**src/hdl/planar_odometry_integrator_top_assert.svh**
```systemverilog
// Assertion macros used by the odometry integrator top module.
`ifndef PLANAR_ODOMETRY_INTEGRATOR_TOP_ASSERT_SVH
`define PLANAR_ODOMETRY_INTEGRATOR_TOP_ASSERT_SVH

// same-cycle implication, reset-qualified
`define POI_ASSERT_IMP(lbl, ante, cons) \
  lbl: assert property (@(posedge clk) disable iff (!rst_n) (ante) |-> (cons)) \
    else $error("assertion failed");

// next-cycle implication, reset-qualified
`define POI_ASSERT_NXT(lbl, ante, cons) \
  lbl: assert property (@(posedge clk) disable iff (!rst_n) (ante) |=> (cons)) \
    else $error("assertion failed");

`endif

```
**src/hdl/poi_pkg.sv**
```systemverilog
// Package: types, constants and helpers of the planar odometry integrator.
`timescale 1ns / 1ps
package poi_pkg;

  localparam int CORDIC_STEPS_DEF = 16;
  localparam int POS_BITS_DEF     = 48;
  localparam int MUL_CNT_W        = 5;
  localparam int MUL_B_W          = 24;
  localparam int CW               = 34;

  localparam logic [23:0] GAP_RESET  = 24'd1000000;
  localparam logic [23:0] YAW_SCALE  = 24'd11468322;
  localparam logic signed [CW-1:0] CORDIC_X0 = 34'sd652032874;

  typedef struct packed {
    logic               mode;
    logic [47:0]        stamp_us;
    logic signed [15:0] lin_vel;
    logic signed [15:0] ang_vel;
  } poi_in_t;

  typedef struct packed {
    logic signed [47:0] x_nm;
    logic signed [47:0] y_nm;
    logic [31:0]        yaw;
    logic signed [15:0] quat_z;
    logic signed [15:0] quat_w;
    logic signed [15:0] speed_out;
    logic signed [15:0] turn_rate_out;
    logic [47:0]        stamp_out;
  } poi_out_t;

  typedef enum logic [2:0] {
    ST_IDLE, ST_COR1, ST_MUL1, ST_MUL2, ST_MUL3, ST_MUL4, ST_COR2, ST_OUT
  } poi_state_t;

  function automatic logic signed [CW-1:0] atan_lut(input logic [4:0] i);
    logic signed [CW-1:0] r;
    unique case (i)
      5'd0:  r = 34'sd536870912;
      5'd1:  r = 34'sd316933406;
      5'd2:  r = 34'sd167458907;
      5'd3:  r = 34'sd85004756;
      5'd4:  r = 34'sd42667331;
      5'd5:  r = 34'sd21354465;
      5'd6:  r = 34'sd10679838;
      5'd7:  r = 34'sd5340245;
      5'd8:  r = 34'sd2670163;
      5'd9:  r = 34'sd1335087;
      5'd10: r = 34'sd667544;
      5'd11: r = 34'sd333772;
      5'd12: r = 34'sd166886;
      5'd13: r = 34'sd83443;
      5'd14: r = 34'sd41722;
      5'd15: r = 34'sd20861;
      5'd16: r = 34'sd10430;
      5'd17: r = 34'sd5215;
      5'd18: r = 34'sd2608;
      5'd19: r = 34'sd1304;
      5'd20: r = 34'sd652;
      5'd21: r = 34'sd326;
      5'd22: r = 34'sd163;
      5'd23: r = 34'sd81;
      5'd24: r = 34'sd41;
      5'd25: r = 34'sd20;
      5'd26: r = 34'sd10;
      5'd27: r = 34'sd5;
      5'd28: r = 34'sd3;
      5'd29: r = 34'sd1;
      default: r = '0;
    endcase
    return r;
  endfunction

  // round half up, drop 15 fraction bits
  function automatic logic signed [63:0] rnd15(input logic signed [63:0] a);
    logic signed [63:0] t;
    t = a + 64'sd16384;
    return t >>> 15;
  endfunction

  function automatic logic signed [15:0] q15(input logic signed [CW-1:0] a);
    logic signed [CW-1:0] t;
    logic signed [CW-1:0] r;
    t = a + 34'sd16384;
    r = t >>> 15;
    if (r > 34'sd32767) return 16'sd32767;
    if (r < -34'sd32768) return -16'sd32768;
    return 16'(r);
  endfunction

endpackage

```
**src/hdl/planar_odometry_integrator_top.sv**
```systemverilog
// Top level: dead-reckoning sequencer, pose state and output register.
// Each accepted sample runs a CORDIC pass, the serial multiplier passes and a second CORDIC pass;
// in_stall stays high until the result is loaded, so no new sample is taken before then.
// Clear words and dropped samples give no result.
// A finished result waits in the output register while the next word is taken.
// Synchronous active-low reset zeroes the pose and last stamp and sets the gap limit gap_r to 1000000.
`timescale 1ns / 1ps
module planar_odometry_integrator_top #(
  parameter int CORDIC_STEPS = poi_pkg::CORDIC_STEPS_DEF,
  parameter int POS_BITS     = poi_pkg::POS_BITS_DEF
) (
  input  logic             clk,
  input  logic             rst_n,
  input  logic             in_valid,
  output logic             in_stall,
  input  poi_pkg::poi_in_t in_word,
  output logic             out_valid,
  input  logic             out_stall,
  output poi_pkg::poi_out_t out_word,
  input  logic             cfg_we,
  input  logic [23:0]      cfg_wdata
);

  poi_pkg::poi_state_t state_r, state_nxt;

  logic [23:0]                gap_r, dt_r;
  logic [47:0]                last_r, stamp_r;
  logic signed [15:0]         v_r, w_r;
  logic signed [POS_BITS-1:0] posx_r, posy_r, posx_nxt, posy_nxt;
  logic [31:0]                head_r, head_nxt;
  poi_pkg::poi_out_t          out_r;
  logic                       out_valid_r;

  logic        acc, take, clr, pos_upd, head_upd, out_load;
  logic [47:0] diff;
  logic        ok;

  logic                            cor_start, cor_done;
  logic [31:0]                     cor_ang;
  logic signed [poi_pkg::CW-1:0]   cor_c, cor_s;
  logic                            mx_start, my_start, mx_done, my_done, m_sgn;
  logic signed [63:0]              mx_a, my_a, mx_p, my_p, hsum;
  logic [poi_pkg::MUL_B_W-1:0]     mx_b, my_b;
  logic [poi_pkg::MUL_CNT_W-1:0]   m_n;
  logic signed [65:0]              hi66, lo66, sx, sy;

  poi_cordic #(.STEPS(CORDIC_STEPS)) u_cordic (
    .clk(clk), .rst_n(rst_n), .start(cor_start), .ang(cor_ang),
    .cos_o(cor_c), .sin_o(cor_s), .done(cor_done)
  );

  poi_smul u_mulx (
    .clk(clk), .rst_n(rst_n), .start(mx_start), .a(mx_a), .b(mx_b),
    .nbits(m_n), .b_signed(m_sgn), .prod(mx_p), .done(mx_done)
  );

  poi_smul u_muly (
    .clk(clk), .rst_n(rst_n), .start(my_start), .a(my_a), .b(my_b),
    .nbits(m_n), .b_signed(m_sgn), .prod(my_p), .done(my_done)
  );

  assign in_stall = (state_r != poi_pkg::ST_IDLE);
  assign acc      = in_valid && !in_stall;

  always_comb begin
    diff = in_word.stamp_us - last_r;
    ok   = (diff != '0) && !diff[47] && (diff <= {24'd0, gap_r});
    hi66 = (66'sd1 <<< (POS_BITS - 1)) - 66'sd1;
    lo66 = -hi66 - 66'sd1;
    sx   = 66'(posx_r) + 66'(poi_pkg::rnd15(mx_p));
    sy   = 66'(posy_r) + 66'(poi_pkg::rnd15(my_p));
    posx_nxt = (sx > hi66) ? POS_BITS'(hi66) : (sx < lo66) ? POS_BITS'(lo66) : POS_BITS'(sx);
    posy_nxt = (sy > hi66) ? POS_BITS'(hi66) : (sy < lo66) ? POS_BITS'(lo66) : POS_BITS'(sy);
    hsum     = mx_p + (64'sd1 <<< 23);
    head_nxt = head_r + hsum[55:24];
  end

  always_ff @(posedge clk) begin
    if (!rst_n) begin
      state_r <= poi_pkg::ST_IDLE;
    end else begin
      state_r <= state_nxt;
    end
  end

  always_comb begin
    state_nxt = state_r;
    take      = 1'b0;
    clr       = 1'b0;
    pos_upd   = 1'b0;
    head_upd  = 1'b0;
    out_load  = 1'b0;
    cor_start = 1'b0;
    cor_ang   = head_r;
    mx_start  = 1'b0;
    my_start  = 1'b0;
    mx_a      = 64'(cor_c);
    my_a      = 64'(cor_s);
    mx_b      = poi_pkg::MUL_B_W'($unsigned(v_r));
    my_b      = poi_pkg::MUL_B_W'($unsigned(v_r));
    m_n       = poi_pkg::MUL_CNT_W'(16);
    m_sgn     = 1'b1;
    unique case (state_r)
      poi_pkg::ST_IDLE: begin
        if (acc) begin
          if (in_word.mode) begin
            clr = 1'b1;
          end else begin
            take = 1'b1;
            if (ok) begin
              cor_start = 1'b1;
              state_nxt = poi_pkg::ST_COR1;
            end
          end
        end
      end
      poi_pkg::ST_COR1: begin
        if (cor_done) begin
          mx_start  = 1'b1;
          my_start  = 1'b1;
          state_nxt = poi_pkg::ST_MUL1;
        end
      end
      poi_pkg::ST_MUL1: begin
        mx_a  = poi_pkg::rnd15(mx_p);
        my_a  = poi_pkg::rnd15(my_p);
        mx_b  = dt_r;
        my_b  = dt_r;
        m_n   = poi_pkg::MUL_CNT_W'(24);
        m_sgn = 1'b0;
        if (mx_done) begin
          mx_start  = 1'b1;
          my_start  = 1'b1;
          state_nxt = poi_pkg::ST_MUL2;
        end
      end
      poi_pkg::ST_MUL2: begin
        mx_a  = 64'(w_r);
        mx_b  = dt_r;
        m_n   = poi_pkg::MUL_CNT_W'(24);
        m_sgn = 1'b0;
        if (mx_done) begin
          pos_upd   = 1'b1;
          mx_start  = 1'b1;
          state_nxt = poi_pkg::ST_MUL3;
        end
      end
      poi_pkg::ST_MUL3: begin
        mx_a  = mx_p;
        mx_b  = poi_pkg::YAW_SCALE;
        m_n   = poi_pkg::MUL_CNT_W'(24);
        m_sgn = 1'b0;
        if (mx_done) begin
          mx_start  = 1'b1;
          state_nxt = poi_pkg::ST_MUL4;
        end
      end
      poi_pkg::ST_MUL4: begin
        cor_ang = {1'b0, head_nxt[31:1]};
        if (mx_done) begin
          head_upd  = 1'b1;
          cor_start = 1'b1;
          state_nxt = poi_pkg::ST_COR2;
        end
      end
      poi_pkg::ST_COR2: begin
        if (cor_done) begin
          state_nxt = poi_pkg::ST_OUT;
        end
      end
      poi_pkg::ST_OUT: begin
        if (!out_valid_r || !out_stall) begin
          out_load  = 1'b1;
          state_nxt = poi_pkg::ST_IDLE;
        end
      end
      default: state_nxt = poi_pkg::ST_IDLE;
    endcase
  end

  always_ff @(posedge clk) begin
    if (!rst_n) begin
      gap_r       <= poi_pkg::GAP_RESET;
      last_r      <= '0;
      posx_r      <= '0;
      posy_r      <= '0;
      head_r      <= '0;
      out_valid_r <= 1'b0;
    end else begin
      if (cfg_we) begin
        gap_r <= cfg_wdata;
      end
      if (take) begin
        last_r <= in_word.stamp_us;
      end
      if (clr) begin
        posx_r <= '0;
        posy_r <= '0;
        head_r <= '0;
      end
      if (pos_upd) begin
        posx_r <= posx_nxt;
        posy_r <= posy_nxt;
      end
      if (head_upd) begin
        head_r <= head_nxt;
      end
      if (out_load) begin
        out_valid_r <= 1'b1;
      end else if (!out_stall) begin
        out_valid_r <= 1'b0;
      end
    end
  end

  always_ff @(posedge clk) begin
    if (take) begin
      stamp_r <= in_word.stamp_us;
      v_r     <= in_word.lin_vel;
      w_r     <= in_word.ang_vel;
      dt_r    <= diff[23:0];
    end
    if (out_load) begin
      out_r.x_nm          <= 48'(posx_r);
      out_r.y_nm          <= 48'(posy_r);
      out_r.yaw           <= head_r;
      out_r.quat_z        <= poi_pkg::q15(cor_s);
      out_r.quat_w        <= poi_pkg::q15(cor_c);
      out_r.speed_out     <= v_r;
      out_r.turn_rate_out <= w_r;
      out_r.stamp_out     <= stamp_r;
    end
  end

  assign out_valid = out_valid_r;
  assign out_word  = out_r;

`include "planar_odometry_integrator_top_assert.svh"

  `POI_ASSERT_IMP(a_acc_idle, in_valid && !in_stall, state_r == poi_pkg::ST_IDLE)
  `POI_ASSERT_NXT(a_load_vis, out_load, out_valid)
  `POI_ASSERT_IMP(a_one_upd, pos_upd, !head_upd && !clr)
  `POI_ASSERT_IMP(a_mul_sync, my_done, mx_done)

endmodule

```
**src/hdl/poi_smul.sv**
```systemverilog
// Bit-serial shift-add multiplier, one multiplier bit per cycle.
`timescale 1ns / 1ps
module poi_smul (
  input  logic                        clk,
  input  logic                        rst_n,
  input  logic                        start,
  input  logic signed [63:0]          a,
  input  logic [poi_pkg::MUL_B_W-1:0] b,
  input  logic [poi_pkg::MUL_CNT_W-1:0] nbits,
  input  logic                        b_signed,
  output logic signed [63:0]          prod,
  output logic                        done
);

  logic                          busy_r, done_r, sgn_r;
  logic [poi_pkg::MUL_CNT_W-1:0] cnt_r, nb_r;
  logic signed [63:0]            ar_r, acc_r;
  logic [poi_pkg::MUL_B_W-1:0]   br_r;
  logic                          last;

  assign last = (cnt_r == nb_r - 1'b1);

  always_ff @(posedge clk) begin
    if (!rst_n) begin
      busy_r <= 1'b0;
      done_r <= 1'b0;
    end else begin
      done_r <= 1'b0;
      if (start) begin
        busy_r <= 1'b1;
      end else if (busy_r && last) begin
        busy_r <= 1'b0;
        done_r <= 1'b1;
      end
    end
  end

  always_ff @(posedge clk) begin
    if (start) begin
      ar_r  <= a;
      br_r  <= b;
      nb_r  <= nbits;
      sgn_r <= b_signed;
      cnt_r <= '0;
      acc_r <= '0;
    end else if (busy_r) begin
      // sign bit of a signed multiplier carries negative weight
      if (br_r[0]) begin
        acc_r <= (sgn_r && last) ? acc_r - ar_r : acc_r + ar_r;
      end
      ar_r  <= ar_r <<< 1;
      br_r  <= br_r >> 1;
      cnt_r <= cnt_r + 1'b1;
    end
  end

  assign prod = acc_r;
  assign done = done_r;

endmodule

```
**src/hdl/poi_cordic.sv**
```systemverilog
// Iterative rotation-mode CORDIC, one micro-rotation per cycle.
`timescale 1ns / 1ps
module poi_cordic #(
  parameter int STEPS = poi_pkg::CORDIC_STEPS_DEF
) (
  input  logic                         clk,
  input  logic                         rst_n,
  input  logic                         start,
  input  logic [31:0]                  ang,
  output logic signed [poi_pkg::CW-1:0] cos_o,
  output logic signed [poi_pkg::CW-1:0] sin_o,
  output logic                         done
);

  localparam int IW = $clog2(STEPS + 1);

  logic                          busy_r, done_r, flip_r;
  logic [IW-1:0]                 cnt_r;
  logic signed [poi_pkg::CW-1:0] x_r, y_r, z_r, dx, dy, at;
  logic                          flip;
  logic [31:0]                   fa;

  always_comb begin
    flip = ang[31] ^ ang[30];
    fa   = flip ? {~ang[31], ang[30:0]} : ang;
    dx   = y_r >>> cnt_r;
    dy   = x_r >>> cnt_r;
    at   = poi_pkg::atan_lut(5'(cnt_r));
  end

  always_ff @(posedge clk) begin
    if (!rst_n) begin
      busy_r <= 1'b0;
      done_r <= 1'b0;
    end else begin
      done_r <= 1'b0;
      if (start) begin
        busy_r <= 1'b1;
      end else if (busy_r && cnt_r == IW'(STEPS - 1)) begin
        busy_r <= 1'b0;
        done_r <= 1'b1;
      end
    end
  end

  always_ff @(posedge clk) begin
    if (start) begin
      x_r    <= poi_pkg::CORDIC_X0;
      y_r    <= '0;
      z_r    <= poi_pkg::CW'($signed(fa));
      flip_r <= flip;
      cnt_r  <= '0;
    end else if (busy_r) begin
      if (!z_r[poi_pkg::CW-1]) begin
        x_r <= x_r - dx;
        y_r <= y_r + dy;
        z_r <= z_r - at;
      end else begin
        x_r <= x_r + dx;
        y_r <= y_r - dy;
        z_r <= z_r + at;
      end
      cnt_r <= cnt_r + 1'b1;
    end
  end

  assign cos_o = flip_r ? -x_r : x_r;
  assign sin_o = flip_r ? -y_r : y_r;
  assign done  = done_r;

endmodule

```
**config.mk**
```make
export PLATFORM = sky130hd
export DESIGN_NAME = planar_odometry_integrator_top
export DESIGN_NICKNAME = d
export VERILOG_FILES = /design/src/hdl/poi_pkg.sv /design/src/hdl/planar_odometry_integrator_top.sv /design/src/hdl/poi_smul.sv /design/src/hdl/poi_cordic.sv
export VERILOG_INCLUDE_DIRS = /design/src /design/src/hdl
export SDC_FILE = /design/constraint.sdc
export NUM_CORES = 2
export LEC_CHECK = 0
export BUFFER_PORTS_ARGS = -buffer_cell sky130_fd_sc_hd__buf_2
export CAP_MARGIN = 30
export CORE_UTILIZATION = 45
export CTS_CLUSTER_SIZE = 28
export DETAILED_ROUTE_END_ITERATION = 12
export GPL_ROUTABILITY_DRIVEN = 0
export MAX_ROUTING_LAYER = met4
export PLACE_DENSITY = 0.59
export SETUP_SLACK_MARGIN = 0.15
export SLEW_MARGIN = 20
export SYNTH_ARGS = -nofsm -noshare
export SYNTH_HDL_FRONTEND = slang
export SYNTH_SLANG_ARGS = --single-unit
```
**constraint.sdc**
```tcl
create_clock -name clk -period 23.9 [get_ports clk]
set_clock_uncertainty 0.1 [all_clocks]
set_input_delay 4.78 -clock clk [delete_from_list [all_inputs] [get_ports clk]]
set_output_delay 4.78 -clock clk [all_outputs]
set_load 0.01 [all_outputs]
```
* After elaboration in Yosys (flattened, before gate mapping)
Memory sizes are Yosys's and may differ from the RTL's. A register that Yosys moved wholly into a read port is not among the register bits. Cells that the tools add are included.
Word-level totals: ROM bits 960, logic and storage cells 227, memories kept 1, input port bits 110, flip-flop bits (word level) 987, output and inout port bits 242
Cells by class: shifts and indexed selects 2, equality and inequality tests 21, $add $sub $neg 26, magnitude comparators 9, bitwise gates (word level) 3, muxes and demuxes 93, reductions and logical operators 31
Memory list:
- (no name shown) | words 32, width 30, read ports 1, clocked after memory_dff 1, write ports 0, RTL line poi_pkg.sv:39 | unique case (i)
Operator list (count):
- 2-to-1 mux 64 bit | 7
- 2-to-1 mux 48 bit | 7
- 2-to-1 mux 34 bit | 7
- one-hot mux 64 bit (3 select lines) | 1
- adder 64 x 16 -> 64 bit, second input constant | 2
- adder 64 bit | 2
- 2-to-1 mux 16 bit | 8
- 2-to-1 mux 32 bit | 4
- subtractor 64 bit | 2
- 2-to-1 mux 24 bit | 5
- adder 34 bit | 3
- subtractor 34 bit | 3
- adder 48 x 49 -> 50 bit | 2
- greater-than comparator 50 x 48 -> 1 bit, second input constant | 2
- < comparator 50 x 48 -> 1 bit, second input constant | 2
- adder 34 x 16 -> 34 bit, second input constant | 2
- negator 34 bit | 2
- >>> shifter 34 x 5 -> 34 bit | 2
- adder 56 x 25 -> 56 bit, second input constant | 1
- <= comparator 48 x 24 -> 1 bit | 1
- one-hot mux 24 bit (2 select lines) | 1
- nonzero test 48 bit | 1
- subtractor 48 bit | 1
- greater-than comparator 19 x 16 -> 1 bit, second input constant | 2
- other kinds (29) | 115

* Logic depth before layout (Yosys ltp)
depth in word-level cells 10, gate-level depth with buffers 35, depth with buffers taken out 34

* Cells and area by module
From an unflattened synthesis, not the netlist that was laid out.
Unflattened totals: cell total of the unflattened synthesis 8688, area, all modules 76007.9 um^2
Modules (own cells, without submodules):
- planar_odometry_integrator_top | area an instance 34117.7 um^2, times used 1, seq. area each 14413.8 um^2, cells an instance 3802
- poi_cordic | area an instance 18838.1 um^2, times used 1, seq. area each 3153.0 um^2, cells an instance 2366
- poi_smul at u_mulx | area an instance 11606.1 um^2, times used 1, seq. area each 4244.1 um^2, cells an instance 1269
- poi_smul at u_muly | area an instance 11446.0 um^2, times used 1, seq. area each 4244.1 um^2, cells an instance 1251

* Least setup slack after synthesis
OpenSTA, ideal clock, no wires.
kind input to register, start input out_stall, end register out_r (netlist bit out_word[0]) (enable), setup time 922 ps, stages 1, data arrival time 16338 ps, slack 6540 ps, required time 22878 ps, cell sequence a21oi_1
On the way: longest elaborated chain between the ends 4
Ends and longest elaborated chain:
- from (decl) | RTL line planar_odometry_integrator_top.sv:18 | input logic out_stall,
- zero test 1 bit
- logical OR 1 bit | RTL line planar_odometry_integrator_top.sv:172 | if (!out_valid_r || !out_stall) begin
- 2-to-1 mux 1 bit | RTL line planar_odometry_integrator_top.sv:172
- 2-to-1 mux 1 bit | RTL line planar_odometry_integrator_top.sv:103 | unique case (state_r)
- to (decl) | RTL line planar_odometry_integrator_top.sv:31 | poi_pkg::poi_out_t out_r;
No other way between the ends. A chain may end at the register's enable or synchronous reset.

* Worst setup path after layout
start input in_word[32] (netlist bit), end register u_cordic.at[4] (netlist name)
On the way: longest elaborated chain between the ends 9
Ends and longest elaborated chain:
- from (decl) | RTL line planar_odometry_integrator_top.sv:16 | input poi_pkg::poi_in_t in_word,
- subtractor 48 bit * | RTL line planar_odometry_integrator_top.sv:66 | diff = in_word.stamp_us - last_r;
- via diff[12] | RTL line planar_odometry_integrator_top.sv:35 | logic [47:0] diff;
- parallel branches: the longest is 2 deep, another holds <= comparator 48 x 24 -> 1 bit
- logical AND 1 bit * | RTL line planar_odometry_integrator_top.sv:67 | ok = (diff != '0) && !diff[47] && (diff <= {24'd0, gap_r});
- 2-to-1 mux 1 bit * | RTL line planar_odometry_integrator_top.sv:110 | if (ok) begin
- 2-to-1 mux 1 bit * | RTL line planar_odometry_integrator_top.sv:106 | if (in_word.mode) begin
- 2-to-1 mux 1 bit * | RTL line planar_odometry_integrator_top.sv:105 | if (acc) begin
- one-hot mux 1 bit (2 select lines) * | RTL line planar_odometry_integrator_top.sv:103
- 2-to-1 mux 5 bit (no source line) *
Mark *: on every way through the listed nets, which the timed path passes.

==> impl_metrics.env <==
export IMPL_vdd_drop_max_uv=62.20
export IMPL_syn_num_nets=8561
export IMPL_power_frac_comb=0.310
export IMPL_synth_top_cell_area_share=0.2357
export IMPL_antenna_found_initial=15
export IMPL_cts_setup_buffers=0
export IMPL_cts_buffers=115
export IMPL_grt_first_pass_wirelength_mm=345.4
export IMPL_dr_first_iter_drc_count=5844
export IMPL_core_area_um2=156600
export IMPL_synth_most_common_cell="nand2_1"
export IMPL_grt_max_degree=106
export IMPL_pwr_share_clk=0.326
export IMPL_nNetsFinal=8689
export IMPL_grt_pass1_vias=57916
export IMPL_dp_cells=10060
export IMPL_clock_sinks=1009
export IMPL_cp_slowest_stage_delay_ps=510
export IMPL_switching_share=0.3468
export IMPL_period_needed_ps=12270
export IMPL_ant_nets=0
export IMPL_cp_end_kind="flip-flop"
export IMPL_crit_type="input port to flip-flop"
export IMPL_dp_hpwl_mm=169.7
export IMPL_max_freq_ghz=0.08148
export IMPL_num_io_pins=352
export IMPL_synth_yosys_seq_area_share=0.3622
export IMPL_start_kind="input port"
export IMPL_routed_via_density=6.027
export IMPL_slew_violations=0
export IMPL_grt_usage=0.2855
export IMPL_cts_resized=0
export IMPL_critPathMaxFanout=54
export IMPL_maxCapViolCount=0
export IMPL_syn_mean_instance_area_um2=8.909
export IMPL_die_w_um=399.8
export IMPL_hold_viol=0
export IMPL_cts_hold_buf=0
export IMPL_slowest_stage="a2111oi_0"
export IMPL_cts_htree_levels=3
export IMPL_synth_edf_count=559
export IMPL_ys_async_sr_fraction=0
export IMPL_ys_flop_type="edfxtp_1"
export IMPL_finalWirelength_mm=228.6
export IMPL_port_buffers=351
export IMPL_fill_cells=14714
export IMPL_first_pass_iters=6
export IMPL_syn2layout_area_growth_pct=10.53
export IMPL_setup_viol=0
export IMPL_clock_latency_ps=770
export IMPL_p_int_w=0.003781
export IMPL_arrival_ps=12870
export IMPL_post_drt_wl_per_cell_um=22.21
export IMPL_synth_cell_type_count=119
export IMPL_synth_largest_area_cell="edfxtp_1"
export IMPL_max_slew_margin=0.2795
export IMPL_fin_crit_sh=0.5135
export IMPL_clockBufferDepth=3
export IMPL_dieArea_um2=159900
export IMPL_synth_seq_cells=1009
export IMPL_fp_row_count=145
export IMPL_yosys_top_cells_area="edfxtp_1 (24%), dfxtp_1 (13%), ha_1 (7.9%), a21oi_1 (5.6%), xnor2_1 (5.5%)"
export IMPL_ys_warnings_count=0
export IMPL_setup_tns_ps=0
export IMPL_drive_gt1_frac=0.1038
export IMPL_timing_hold_ws_ps=317.0
export IMPL_clkTransAtPathRegs_ps=60
export IMPL_leakage_nw=31.47
export IMPL_status="completed"
export IMPL_final_cells=10294
export IMPL_powerDensity_nw_per_um2=73.55
export IMPL_sequentialPowerShare=0.364
export IMPL_start_util=0.4549
export IMPL_cts_root_buf="clkbuf_16"
export IMPL_cts_tree="yes"
export IMPL_die_h_um=399.8
export IMPL_drc=0
export IMPL_rsz0062_at_grt="false"
export IMPL_grt_overflow=0
export IMPL_min_path_type="flip-flop to flip-flop"
export IMPL_worstMarginPinSlew_ps=1077
export IMPL_syn_cell_area_um2=71220
export IMPL_p_sw_w=0.002008
export IMPL_syn_inst=7994
export IMPL_worstPathRequired_ps=24490
export IMPL_ys_top_cells_by_count="nand2_1 (868), a21oi_1 (796), nor2_1 (743)"
export IMPL_vias=62042
final cells by class:
class	instances	area (um^2)	area share
antenna	11	27.53	0.0003497
clock buffer	156	3226	0.04098
clock inverter	64	803.3	0.01021
inverter	249	949.7	0.01206
multi-input combinational	6315	42890	0.5449
sequential	1009	25800	0.3278
tap	2058	2575	0.03271
timing repair buffer	432	2435	0.03093
per-stage QoR:
stage	instance area (um^2)	util	setup WS (ps)	power (W)
after floorplan	71220	-	6540	0.003444
after global placement	74530	0.4760	11180	0.003868
after detailed placement	74580	0.4764	11060	0.003898
after CTS	78610	0.5021	11820	0.005794
after global routing	78710	0.5027	11220	0.006070
final	78710	0.5027	11630	0.005789
flip-flops by register name (all words and copies together) (netlist names), 16 cells and up:
register,flops
head_r,32
u_cordic.y_r,34
v_r,16
posx_r,48
u_mulx.prod,64
u_cordic.z_r,34
u_mulx.ar_r,64
u_mulx.br_r,24
u_cordic.at,30
u_muly.br_r,24
u_muly.ar_r,64
dt_r,24
out_word,240
posy_r,48
u_muly.prod,64
w_r,16
u_cordic.x_r,34
stamp_r,48
gap_r,24
last_r,48
cell families after synthesis:
| kind of cell | after synthesis | share of synthesized area |
|---|---|---|
| AOI/OAI and AO/OA | 2313 | 0.2083 |
| xor gates and xnor gates | 779 | 0.09580 |
| adders and majority gates | 457 | 0.08124 |
| buffers and inverters | 670 | 0.03744 |
| DFF | 1009 | 0.3622 |
| muxes | 227 | 0.04926 |
| and+or+nand+nor | 2539 | 0.1657 |
routing by layer:
metal / wire length (um) / vias up / global-route usage
li1: - / 29575 / -
met4: 9350 / 0 / 0.1121
met5: 0 / - / -
met1: 100100 / 29769 / 0.3796
met2: 103000 / 2284 / 0.4382
met3: 16180 / 414 / 0.03978
critical path, delay by kind of cell:
family	cells	cell delay, ps
buf+inv	7	1350
simple gates	7	1420
compound gates	13	3800
xor+xnor	1	290
fa+ha+maj	4	1200
power groups by stage:
stage / clock network [W] / logic [W] / registers (W)
after global placement: 0 / 0.00173 / 0.00213
final: 0.00189 / 0.00179 / 0.00211
after floorplan: 0 / 0.00143 / 0.00201
after global routing: 0.00198 / 0.00197 / 0.00212
after detailed placement: 0 / 0.00176 / 0.00214
after CTS: 0.00192 / 0.00177 / 0.00210
path summary, 6_finish.rpt:
| path | cells past startpoint | slack (ps) | to | from |
|---|---|---|---|---|
| min | 0 | 320 | out_word[34] | stamp_r[34] |
| min reg2reg | 0 | 320 | out_word[34] | stamp_r[34] |
| max reg2reg | 30 | 15440 | u_cordic.at[4] | last_r[1] |
| max | 32 | 11630 | u_cordic.at[4] | in_word[32] |
layout by cell type (no fill, tap or decap), drive strengths merged, types with 90 or more instances in the layout:
master / count
xor2: 329
nand3: 164
inv: 245
edfxtp: 559
xnor2: 450
o21ai: 415
nor3: 147
a21oi: 799
a21o: 244
nand2: 869
ha: 448
clkbuf: 156
nor2: 746
mux4: 95
nand2b: 90
a22oi: 94
dfxtp: 450
buf: 432
mux2i: 107
(Power assumes the default switching activity.)
